<file path="config.mk">
export PLATFORM = sky130hd
export DESIGN_NAME = bounded_frame_queue_with_epoch
export DESIGN_NICKNAME = d
export VERILOG_FILES = /design/src/hdl/bfq_pkg.sv /design/src/hdl/bfq_store.sv /design/src/hdl/bounded_frame_queue_with_epoch.sv
export SDC_FILE = /design/constraint.sdc
export NUM_CORES = 2
export LEC_CHECK = 0
export ABC_AREA = 1
export BUFFER_PORTS_ARGS = -buffer_cell sky130_fd_sc_hd__buf_2
export CORE_MARGIN = 2
export CORE_UTILIZATION = 40
export DETAILED_ROUTE_END_ITERATION = 10
export PLACE_DENSITY = 0.65
export SETUP_SLACK_MARGIN = 0.4
export SLEW_MARGIN = 25
export SYNTH_ARGS = -nofsm -noshare
export SYNTH_HDL_FRONTEND = slang
export SYNTH_SLANG_ARGS = --single-unit
</file>
<file path="constraint.sdc">
create_clock -name i_clk -period 51.8 [get_ports i_clk]
set_clock_uncertainty 0.05 [all_clocks]
set_input_delay 10.36 -clock i_clk [delete_from_list [all_inputs] [get_ports i_clk]]
set_output_delay 10.36 -clock i_clk [all_outputs]
set_load 0.02 [all_outputs]
</file>
<file path="src/hdl/bfq_pkg.sv">
package bfq_pkg;

    // default geometry
    localparam int BFQ_DEPTH       = 64;
    localparam int BFQ_HANDLE_BITS = 32;

    // fixed field widths
    localparam int OP_W     = 2;
    localparam int STATUS_W = 3;
    localparam int HANDLE_W = 32;
    localparam int EPOCH_W  = 32;
    localparam int CNT_W    = 32;
    localparam int OCC_W    = 7;
    localparam int CAP_W    = 7;
    localparam int CFG_IDX_W = 1;

    // input and output bus widths, rounded up to whole bytes
    localparam int S_TDATA_W = 72;
    localparam int M_TDATA_W = 176;

    // configuration register indexes
    localparam logic [CFG_IDX_W-1:0] CFG_QUEUE_CAPACITY = 1'd0;
    localparam logic [CFG_IDX_W-1:0] CFG_FULL_POLICY    = 1'd1;

    // full policy codes
    localparam logic POLICY_DROP_OLDEST  = 1'b0;
    localparam logic POLICY_REJECT_NEWEST = 1'b1;

    typedef enum logic [OP_W-1:0] {
        OP_PUSH  = 2'd0,
        OP_POP   = 2'd1,
        OP_GEN   = 2'd2,
        OP_CLEAR = 2'd3
    } t_op;

    typedef enum logic [STATUS_W-1:0] {
        STAT_OK      = 3'd0,
        STAT_INVALID = 3'd1,
        STAT_STALE   = 3'd2,
        STAT_FULL    = 3'd3,
        STAT_EMPTY   = 3'd4
    } t_status;

    typedef enum logic {
        S_IDLE = 1'b0,
        S_READ = 1'b1
    } t_state;

    // one result item
    typedef struct packed {
        t_status             status;
        logic [HANDLE_W-1:0] popped;
        logic [OCC_W-1:0]    occupancy;
        logic [EPOCH_W-1:0]  epoch;
        logic [CNT_W-1:0]    stale;
        logic [CNT_W-1:0]    rejects;
        logic [CNT_W-1:0]    drops;
        logic [OCC_W-1:0]    peak;
    } t_result;

    // saturating counter step
    function automatic logic [CNT_W-1:0] f_sat_inc(input logic [CNT_W-1:0] v);
        return (v == '1) ? v : v + 1'b1;
    endfunction

endpackage

</file>
<file path="src/hdl/bfq_store.sv">
module bfq_store
    import bfq_pkg::*;
#(
    parameter int DEPTH       = BFQ_DEPTH,
    parameter int HANDLE_BITS = BFQ_HANDLE_BITS,
    localparam int PW         = $clog2(DEPTH)
) (
    input  logic                   i_clk,
    input  logic                   i_we,
    input  logic [PW-1:0]          i_waddr,
    input  logic [HANDLE_BITS-1:0] i_wdata,
    input  logic                   i_re,
    input  logic [PW-1:0]          i_raddr,
    output logic [HANDLE_BITS-1:0] o_rdata
);

    logic [HANDLE_BITS-1:0] r_mem [DEPTH];
    logic [HANDLE_BITS-1:0] r_rdata;

    // write port
    always_ff @(posedge i_clk) begin
        if (i_we) begin
            r_mem[i_waddr] <= i_wdata;
        end
    end

    // registered read port
    always_ff @(posedge i_clk) begin
        if (i_re) begin
            r_rdata <= r_mem[i_raddr];
        end
    end

    assign o_rdata = r_rdata;

endmodule

</file>
<file path="src/hdl/bounded_frame_queue_with_epoch.sv">
// Bounded frame queue with epoch tag. Frame handles live in a circular
// single-port-write, registered-read store of DEPTH entries; pointers, count,
// epoch, three saturating counters and the peak occupancy sit in registers.
// The usable capacity is the smaller of the queue_capacity register and DEPTH.
// Each request (s_axis_tuser = op) gives exactly one result; for push, set
// generation and clear the result is registered on acceptance, while a pop
// that finds data passes through the read state, in which the head entry
// comes out of the registered store into the result stage. A result
// stage sits in front of the output register, so a result waiting on the
// master side lets one more request in and holds off requests only once that
// stage is full as well. The store is not cleared after reset, so the block is
// ready as soon as reset is released. Configuration must be written only while
// no request is in progress; the block itself does not enforce this.
module bounded_frame_queue_with_epoch
    import bfq_pkg::*;
#(
    parameter int DEPTH       = BFQ_DEPTH,
    parameter int HANDLE_BITS = BFQ_HANDLE_BITS
) (
    input  logic                  i_clk,
    input  logic                  i_rst_n,
    // configuration write port
    input  logic                  i_cfg_we,
    input  logic [CFG_IDX_W-1:0]  i_cfg_index,
    input  logic [CAP_W-1:0]      i_cfg_data,
    // request channel
    input  logic                  s_axis_tvalid,
    output logic                  s_axis_tready,
    input  logic [S_TDATA_W-1:0]  s_axis_tdata,   // frame_handle[31:0], frame_ok[32],
                                                  // item_generation[64:33], zero fill
    input  logic [OP_W-1:0]       s_axis_tuser,   // op[1:0]
    // result channel
    output logic                  m_axis_tvalid,
    input  logic                  m_axis_tready,
    output logic [M_TDATA_W-1:0]  m_axis_tdata,   // popped_handle[31:0], occupancy[38:32],
                                                  // current_epoch[70:39],
                                                  // stale_rejects[102:71],
                                                  // full_rejects[134:103],
                                                  // oldest_drops[166:135],
                                                  // peak_occupancy[173:167], zero fill
    output logic [STATUS_W-1:0]   m_axis_tuser    // status[2:0]
);

    localparam int PW   = $clog2(DEPTH);
    localparam int CW   = $clog2(DEPTH + 1);
    localparam int CMPW = (CW > CAP_W) ? CW : CAP_W;

    // wrap a store pointer
    function automatic logic [PW-1:0] f_wrap(input logic [PW-1:0] p);
        return (p == PW'(DEPTH - 1)) ? '0 : p + 1'b1;
    endfunction

    // configuration registers
    logic [CAP_W-1:0] r_cap;
    logic             r_policy;

    // queue state
    logic [PW-1:0]      r_head, n_head;
    logic [PW-1:0]      r_tail, n_tail;
    logic [CW-1:0]      r_count, n_count;
    logic [CW-1:0]      r_peak, n_peak;
    logic [EPOCH_W-1:0] r_epoch, n_epoch;
    logic [CNT_W-1:0]   r_stale, n_stale;
    logic [CNT_W-1:0]   r_rejects, n_rejects;
    logic [CNT_W-1:0]   r_drops, n_drops;
    t_status            n_status;

    // control
    t_state  r_state, n_state;
    logic    r_res_valid;
    logic    r_out_valid;
    t_result r_res;
    t_result r_out;

    logic                   w_accept;
    logic                   w_res_done;
    logic                   w_out_load;
    logic                   w_ready;
    logic                   w_we;
    logic                   w_re;
    logic                   w_pop_hit;
    logic                   w_cap_zero;
    logic                   w_full;
    logic [CMPW-1:0]        w_cap_eff;
    t_op                    w_op;
    logic [HANDLE_W-1:0]    w_handle;
    logic                   w_ok;
    logic [EPOCH_W-1:0]     w_gen;
    logic [HANDLE_BITS-1:0] w_rdata;

    // request fields
    assign w_op     = t_op'(s_axis_tuser);
    assign w_handle = s_axis_tdata[31:0];
    assign w_ok     = s_axis_tdata[32];
    assign w_gen    = s_axis_tdata[64:33];

    assign w_accept = s_axis_tvalid && s_axis_tready;

    // configuration writes
    always_ff @(posedge i_clk) begin
        if (!i_rst_n) begin
            r_cap    <= CAP_W'(64);
            r_policy <= POLICY_DROP_OLDEST;
        end else if (i_cfg_we) begin
            case (i_cfg_index)
                CFG_QUEUE_CAPACITY: r_cap    <= i_cfg_data;
                CFG_FULL_POLICY:    r_policy <= i_cfg_data[0];
                default: ;
            endcase
        end
    end

    // usable capacity and full test
    assign w_cap_eff  = (CMPW'(r_cap) > CMPW'(DEPTH)) ? CMPW'(DEPTH) : CMPW'(r_cap);
    assign w_cap_zero = (r_cap == '0);
    assign w_full     = (CMPW'(r_count) >= w_cap_eff);

    // operation decode and next queue state
    always_comb begin
        n_head    = r_head;
        n_tail    = r_tail;
        n_count   = r_count;
        n_epoch   = r_epoch;
        n_stale   = r_stale;
        n_rejects = r_rejects;
        n_drops   = r_drops;
        n_peak    = r_peak;
        n_status  = STAT_OK;
        w_we      = 1'b0;
        w_pop_hit = 1'b0;
        if (w_accept) begin
            case (w_op)
                OP_PUSH: begin
                    if (w_cap_zero || !w_ok) begin
                        n_status = STAT_INVALID;
                    end else if (w_gen != r_epoch) begin
                        n_stale  = f_sat_inc(r_stale);
                        n_status = STAT_STALE;
                    end else if (w_full && (r_policy == POLICY_REJECT_NEWEST)) begin
                        n_rejects = f_sat_inc(r_rejects);
                        n_status  = STAT_FULL;
                    end else begin
                        // drop oldest keeps the count where it is
                        if (w_full) begin
                            n_head  = f_wrap(r_head);
                            n_drops = f_sat_inc(r_drops);
                        end else begin
                            n_count = r_count + 1'b1;
                        end
                        w_we   = 1'b1;
                        n_tail = f_wrap(r_tail);
                    end
                end
                OP_POP: begin
                    if (r_count == '0) begin
                        n_status = STAT_EMPTY;
                    end else begin
                        w_pop_hit = 1'b1;
                        n_head    = f_wrap(r_head);
                        n_count   = r_count - 1'b1;
                    end
                end
                OP_GEN: begin
                    if (w_cap_zero) begin
                        n_status = STAT_INVALID;
                    end else if (w_gen != r_epoch) begin
                        n_head  = '0;
                        n_tail  = '0;
                        n_count = '0;
                        n_epoch = w_gen;
                    end
                end
                OP_CLEAR: begin
                    n_head  = '0;
                    n_tail  = '0;
                    n_count = '0;
                end
                default: ;
            endcase
            if (n_count > r_peak) begin
                n_peak = n_count;
            end
        end
    end

    // handle store, written on push and read at the head on pop
    bfq_store #(
        .DEPTH       (DEPTH),
        .HANDLE_BITS (HANDLE_BITS)
    ) u_store (
        .i_clk   (i_clk),
        .i_we    (w_we),
        .i_waddr (r_tail),
        .i_wdata (HANDLE_BITS'(w_handle)),
        .i_re    (w_re),
        .i_raddr (r_head),
        .o_rdata (w_rdata)
    );

    // result stage hand-off to the output register
    assign w_res_done = r_res_valid && (r_state == S_IDLE);
    assign w_out_load = w_res_done && (!r_out_valid || m_axis_tready);

    // next state
    always_comb begin
        n_state = r_state;
        case (r_state)
            S_IDLE: begin
                if (w_pop_hit) begin
                    n_state = S_READ;
                end
            end
            S_READ:  n_state = S_IDLE;
            default: n_state = S_IDLE;
        endcase
    end

    // state outputs
    always_comb begin
        w_ready = 1'b0;
        case (r_state)
            S_IDLE:  w_ready = !r_res_valid || w_out_load;
            S_READ:  w_ready = 1'b0;
            default: w_ready = 1'b0;
        endcase
    end

    assign s_axis_tready = w_ready;
    assign w_re          = w_pop_hit;

    // control registers
    always_ff @(posedge i_clk) begin
        if (!i_rst_n) begin
            r_state     <= S_IDLE;
            r_head      <= '0;
            r_tail      <= '0;
            r_count     <= '0;
            r_peak      <= '0;
            r_epoch     <= '0;
            r_stale     <= '0;
            r_rejects   <= '0;
            r_drops     <= '0;
            r_res_valid <= 1'b0;
            r_out_valid <= 1'b0;
        end else begin
            r_state   <= n_state;
            r_head    <= n_head;
            r_tail    <= n_tail;
            r_count   <= n_count;
            r_peak    <= n_peak;
            r_epoch   <= n_epoch;
            r_stale   <= n_stale;
            r_rejects <= n_rejects;
            r_drops   <= n_drops;
            if (w_accept) begin
                r_res_valid <= 1'b1;
            end else if (w_out_load) begin
                r_res_valid <= 1'b0;
            end
            if (w_out_load) begin
                r_out_valid <= 1'b1;
            end else if (m_axis_tready) begin
                r_out_valid <= 1'b0;
            end
        end
    end

    // result payload; on a pop the popped handle is taken from the store output in the read state
    always_ff @(posedge i_clk) begin
        if (w_accept) begin
            r_res.status    <= n_status;
            r_res.popped    <= '0;
            r_res.occupancy <= OCC_W'(n_count);
            r_res.epoch     <= n_epoch;
            r_res.stale     <= n_stale;
            r_res.rejects   <= n_rejects;
            r_res.drops     <= n_drops;
            r_res.peak      <= OCC_W'(n_peak);
        end else if (r_state == S_READ) begin
            r_res.popped <= HANDLE_W'(w_rdata);
        end
        if (w_out_load) begin
            r_out <= r_res;
        end
    end

    // result bus packing
    assign m_axis_tvalid = r_out_valid;
    assign m_axis_tuser  = r_out.status;
    assign m_axis_tdata  = {2'b00, r_out.peak, r_out.drops, r_out.rejects, r_out.stale,
                            r_out.epoch, r_out.occupancy, r_out.popped};

    // count never passes the store depth
    a_count_bound: assert property (@(posedge i_clk) disable iff (!i_rst_n)
        CMPW'(r_count) <= CMPW'(DEPTH))
        else $error("queue count beyond depth");

    // an empty or completely full ring has head and tail together
    a_ring_ends: assert property (@(posedge i_clk) disable iff (!i_rst_n)
        (r_count == '0 || CMPW'(r_count) == CMPW'(DEPTH)) |-> (r_head == r_tail))
        else $error("head and tail disagree with count");

    // peak occupancy tracks the count
    a_peak: assert property (@(posedge i_clk) disable iff (!i_rst_n)
        r_peak >= r_count)
        else $error("peak occupancy below count");

    // a pop that finds data goes through the read state and holds off requests
    a_pop_read: assert property (@(posedge i_clk) disable iff (!i_rst_n)
        w_pop_hit |=> (r_state == S_READ) && !s_axis_tready)
        else $error("pop did not wait for store read");

endmodule
</file>
# == Word-level counts from Yosys, hierarchy flattened ==
# Memories as Yosys holds them, arrays and structs flattened. A register that Yosys moved wholly into a read port is not among the register bits.
# Cells that the tools add are included.
# totals
regBits,519
ram_bits,2048
memories,1
# classes
add_sub_neg,7
magnitude_cmp,3
eq_ne,16
n_mux,72
n_bitwise,2
reduce_logical,20
# memory_table
name,depth,word_bits,read_ports,rd_ports_with_merged_regs,wr,line,rtl
u_store.r_mem,64,32,1,1,1,bfq_store.sv:17,logic [HANDLE_BITS-1:0] r_mem [DEPTH];
# op_table
op,n
32-bit 2-to-1 mux,22
"32-bit by 1-bit adder with 32-bit output, second input constant",3
"32-bit equality test, second input constant",3
7-bit 2-to-1 mux,12
6-bit 2-to-1 mux,12
32-bit != test,1
7-bit case mux with 4 select lines,1
6-bit case mux with 4 select lines,1
6-bit case mux with 3 select lines,1
1-bit 2-to-1 mux,16
7-bit logical NOT,2
"2-bit != test, second input constant",7
"6-bit by 1-bit adder with 6-bit output, second input constant",2
"6-bit equality test, second input constant",2
3-bit case mux with 3 select lines,1
8-bit AND reduction,1
"7-bit by 1-bit adder with 7-bit output, second input constant",1
7-bit >= comparator,1
7-bit greater-than comparator,1
"7-bit greater-than comparator, second input constant",1
7-bit AND reduction,1
"7-bit by 1-bit subtractor with 7-bit output, second input constant",1
2-bit 2-to-1 mux,3
"2-bit equality test, second input constant",2
other kinds (11),22

# == Logic depth before layout (Yosys ltp) ==
# logic_depth
word_depth,12
ltp_mapped,27
ltp_nobuf,27

# == By module ==
# A second synthesis with hierarchy kept.
# unflattened
cells_unflattened,8902
area_unflattened_um2,104466.4
# modules_own_cells
mod,n_inst,cells_each,area_per_inst_um2
bfq_store,1,6770,83055.9
bounded_frame_queue_with_epoch,1,2132,21410.5

# == Worst setup path after synthesis ==
# OpenSTA, ideal clock, no wires.
# synth_timing
path_type,in2reg
from,in m_axis_tready
to,reg r_res_valid
setup_ns,0.122
arrival_time_ns,23.265
t_required_ns,51.628
slack_ns,28.364
cell_stages,5
n_path_buf,0
path_cell_list,nor2_1 nor3_1 o21ai_0 nand2_1 inv_1
# synth_via
elab_chain_cells,6
elab_cells_between_ends,7
# synth_rtl
element,line,rtl
"start, declared",bounded_frame_queue_with_epoch.sv:34,"input logic m_axis_tready,"
1-bit logical OR (*),bounded_frame_queue_with_epoch.sv:202,assign w_out_load = w_res_done && (!r_out_valid || m_axis_tready);
1-bit logical AND (*),bounded_frame_queue_with_epoch.sv:202,
net w_out_load,bounded_frame_queue_with_epoch.sv:77,logic w_out_load;
1-bit logical OR,bounded_frame_queue_with_epoch.sv:222,S_IDLE: w_ready = !r_res_valid || w_out_load;
1-bit case mux with 2 select lines,bounded_frame_queue_with_epoch.sv:221,case (r_state)
1-bit logical AND,bounded_frame_queue_with_epoch.sv:97,assign w_accept = s_axis_tvalid && s_axis_tready;
1-bit 2-to-1 mux or 2-bit nonzero test (tied branches),n/a,
"end signal, assigned",bounded_frame_queue_with_epoch.sv:243,r_res_valid <= 1'b0;
"end signal, assigned",bounded_frame_queue_with_epoch.sv:256,r_res_valid <= 1'b1;
"end signal, assigned",bounded_frame_queue_with_epoch.sv:258,r_res_valid <= 1'b0;
"end, declared",bounded_frame_queue_with_epoch.sv:70,logic r_res_valid;
# Mark *: on every way through the listed nets, which the timed path passes. The rest lies on a longest branch.
# A chain may end at the register's enable or synchronous reset.

# == Final worst setup path ==
# layout_timing
from,in m_axis_tready
to,out s_axis_tready
# layout_via
elab_chain_cells,4
# layout_rtl
element,line,rtl
1-bit logical OR,bounded_frame_queue_with_epoch.sv:202,
1-bit logical AND,bounded_frame_queue_with_epoch.sv:202,
1-bit logical OR,bounded_frame_queue_with_epoch.sv:222,
1-bit case mux with 2 select lines,bounded_frame_queue_with_epoch.sv:221,
"end, declared",bounded_frame_queue_with_epoch.sv:28,"output logic s_axis_tready,"
# Every way passes these cells.

==> results.py <==
metrics = {
    "power_and_ir_drop": {
        "p_seq_share_pct": 54.0,
        "peakVddDrop_mv": 0.03921,
        "p_per_area_mw_per_mm2": 37.51,
        "clkPwrFrac_pct": 39.4,
        "power_leakage_nw": 38.41,
        "combPwrFrac_pct": 6.6,
        "p_switching_uw": 986.1,
        "internal-power_mw": 3.321,
        "p_sw_share_pct": 22.89,
    },
    "grt": {
        "grt_pass1_vias": 63120,
        "gr-total-overflow": 0,
        "track_usage_pct": 21.20,
        "grt_max_degree": 204,
        "grt_pass1_wl_um": 408600,
        "antenna_found_initial": 28,
    },
    "setup_path": {
        "cp_common_cell": "buf_2",
        "critPathRequiredTime_ps": 41390,
        "end_kind": "primary output",
        "crit_path_max_fanout": 3,
        "critical_path_class": "input port to primary output",
        "critPathTopFamily": "buffers and inverters",
        "cp_slowest_cell": "nor2_1",
        "max_stage_delay_ps": 220,
        "crit_path_start_kind": "input port",
        "crit_arrival_ps": 10950,
        "crit_chain": "buf_2 -> nor2_1 -> a21oi_2 -> buf_2",
        "critPathBufInv": 2,
        "r2r_slack_ps": 45860,
    },
    "yosys": {
        "synth-seq-cells": 2599,
        "synthAdderAreaFrac_pct": 0.2580,
        "yosysSeqAreaShare_pct": 74.68,
        "syn_area_per_cell_um2": 12.47,
        "yosys_warnings": 0,
        "synth-compound-area-share_pct": 11.73,
        "synthMuxAreaShare_pct": 0,
        "syn-instance-count": 8169,
        "synth-edff-count": 2402,
        "synthXorXnorAreaFrac_pct": 0.5159,
        "async_flop_share_pct": 0,
        "synth_top_family_by_area": "compound AO/OA/AOI/OAI gates",
        "synth_cell_type_count": 47,
        "syn-cell-area_mm2": 0.1019,
        "synthSimpleGateAreaFrac_pct": 9.786,
        "ys.flop_type": "edfxtp_1",
    },
    "hold_path": {
        "hold_class": "flop to flop",
    },
    "clocking": {
        "cts.clk_slew.worst_paths_ps": 60,
        "cts_num_sinks": 2599,
        "htreeDepth": 4,
        "ctsResizeCount": 0,
        "cts_setup_buffers": 0,
        "hold_buffers": 0,
        "cts-root-buf": "clkbuf_16",
        "insertion_delay_ps": 880,
        "cts_made_buffers": 236,
        "clock_path_buffers": 3,
        "cts_tree": "yes",
    },
    "floorplanning": {
        "die-area_mm2": 0.2587,
        "rows": 185,
        "core_mm2": 0.2537,
        "die_h_um": 508.6,
        "die_width_um": 508.6,
        "start_util_pct": 40.15,
        "io_pins": 268,
    },
    "finish": {
        "fin_util_pct": 45.27,
        "final_area_mm2": 0.1148,
        "nets": 8434,
        "syn_to_final_growth_pct": 12.74,
        "instances_no_fill": 11900,
        "drive_gt1_share_pct": 10.02,
    },
    "placed_design": {
        "dp_hpwl_um": 153700,
        "place_inst": 11450,
        "gp_congestion": 0.8691,
        "port_buffers": 258,
        "place_area_mm2": 0.1073,
    },
    "drt": {
        "via_count": 67440,
        "drc_errors": 0,
        "wl_per_cell_um": 23.91,
        "ant_nets": 0,
        "drt_iter0_markers": 8886,
        "wl_met1_um": 116700,
        "vias_per_cell": 5.667,
        "dr_wl_met3_um": 28890,
        "finalWirelength_um": 284500,
        "met2WireLength_um": 129400,
        "highest_layer": "met5",
        "first_pass_iters": 8,
    },
    "sta": {
        "relSlewSlack_pct": 23.21,
        "rsz0062_at_grt": "no",
        "finalCritPeriodShare_pct": 41.24,
        "hold_viol": 0,
        "period_minus_slack_ps": 21360,
        "setup_viol": 0,
        "worst_pin_slew_ps": 1152,
        "fmax_mhz": 46.81,
        "slew_viol_final": 0,
        "setup_tns_ps": 0,
    },
    "flow_run": {
        "cap_violations": 0,
    },
    "run_status": {
        "outcome": "complete, no violations",
    },
}
[final timing paths]
| check | startpoint | end | cells past startpoint |
|---|---|---|---|
| hold / removal | r_res[57] | m_axis_tdata[121] | 0 |
| setup / recovery | m_axis_tready | s_axis_tready | 4 |
| hold reg to reg | r_res[57] | m_axis_tdata[121] | 0 |
| setup reg to reg | r_head[0] | u_store.o_rdata[6] | 10 |
[synth_stat cells (4+ instances only)]
master       n  area, um^2
a211oi_1    35       262.8
a21oi_1    179       895.9
and2_1      16       100.1
buf_1       14       52.55
buf_2       58       290.3
buf_4        6       45.04
clkbuf_1   421        1580
dfxtp_1    197        3944
edfxtp_1  2402       72130
ha_1        21       262.8
inv_1      286        1074
inv_2        7       26.28
nand2_1    638        2395
nand3_1    118       590.6
nand3b_1     9       67.56
nand4_1     62       387.9
nor2_1    1571        5897
nor2_2       6       37.54
nor3_1      45       225.2
nor4_1      11       68.82
o211ai_1     7       52.55
o21ai_0   1309        6551
o21bai_1     4       30.03
o22ai_1    637        3985
o31ai_1     14       105.1
or2_1        6       37.54
xnor2_1     17       148.9
xor2_1      43       376.6
[logic make-up after synthesis]
family,Yosys count
adders and majority gates,21
other,1
DFF,2599
buffers and inverters,794
and+or+nand+nor,2500
AOI/OAI and AO/OA,2194
xor gates and xnor gates,60
[sequential cells by signal (all words and copies together), names as in the netlist, 32 cells and up]
name	flops
r_rejects	32
m_axis_tdata	174
r_stale	32
u_store.r_mem	2048
r_res	177
u_store.o_rdata	32
r_epoch	32
r_drops	32
[stage by stage]
step	setup slack (ps)	total power, mW	hold WS, ps
final	30440	4.307	365.1
after global routing	30370	4.435	368.8
after CTS	30430	4.323	365.6
after detailed placement	30430	2.652	354.5
after global placement	30450	2.643	351.7
after floorplan	28360	2.530	350.3
[layout by cell type, fill, tap and decap left out, drive strengths merged, types with 7 or more instances in the layout]
cell type,Yosys,routed
a21oi,180,180
xnor2,17,17
inv,293,298
nand4,63,63
nor3,48,48
xor2,43,43
clkinv,2,110
o211ai,7,7
clkbuf,421,302
nor4,11,11
buf,78,417
bufinv,0,16
o21ai,1311,1311
nor2,1580,1580
and2,16,16
or2,10,10
nand3b,9,9
dfxtp,197,197
o22ai,637,637
ha,21,21
nand3,118,118
edfxtp,2402,2402
nand2,640,640
o31ai,14,14
diode,0,11
a211oi,35,35
[power by group through the flow]
stage               logic, mW  clock network (mW)  registers (mW)
finish                  0.284                1.70            2.33
detailed placement      0.279                   0            2.37
floorplan               0.147                   0            2.38
global placement        0.272                   0            2.37
global route            0.307                1.80            2.33
CTS                     0.280                1.72            2.33
[layout make-up]
cell class                      instances  area [um^2]
Antenna cell                           11        27.53
Clock buffer                          302         6299
Clock inverter                        134         1166
Fill cell                           22500       138900
Inverter                              295         1147
Multi-Input combinational cell       4777        23240
Sequential cell                      2599        76090
Tap cell                             3366         4212
Timing Repair Buffer                  417         2651
[per-layer routing]
metal	vias up	GRT usage, %
li1	30090	-
met1	33440	29.46
met2	3376	33.51
met3	509	4.020
met4	24	7.006
met5	-	0
Power figures use the tool's default switching activity.
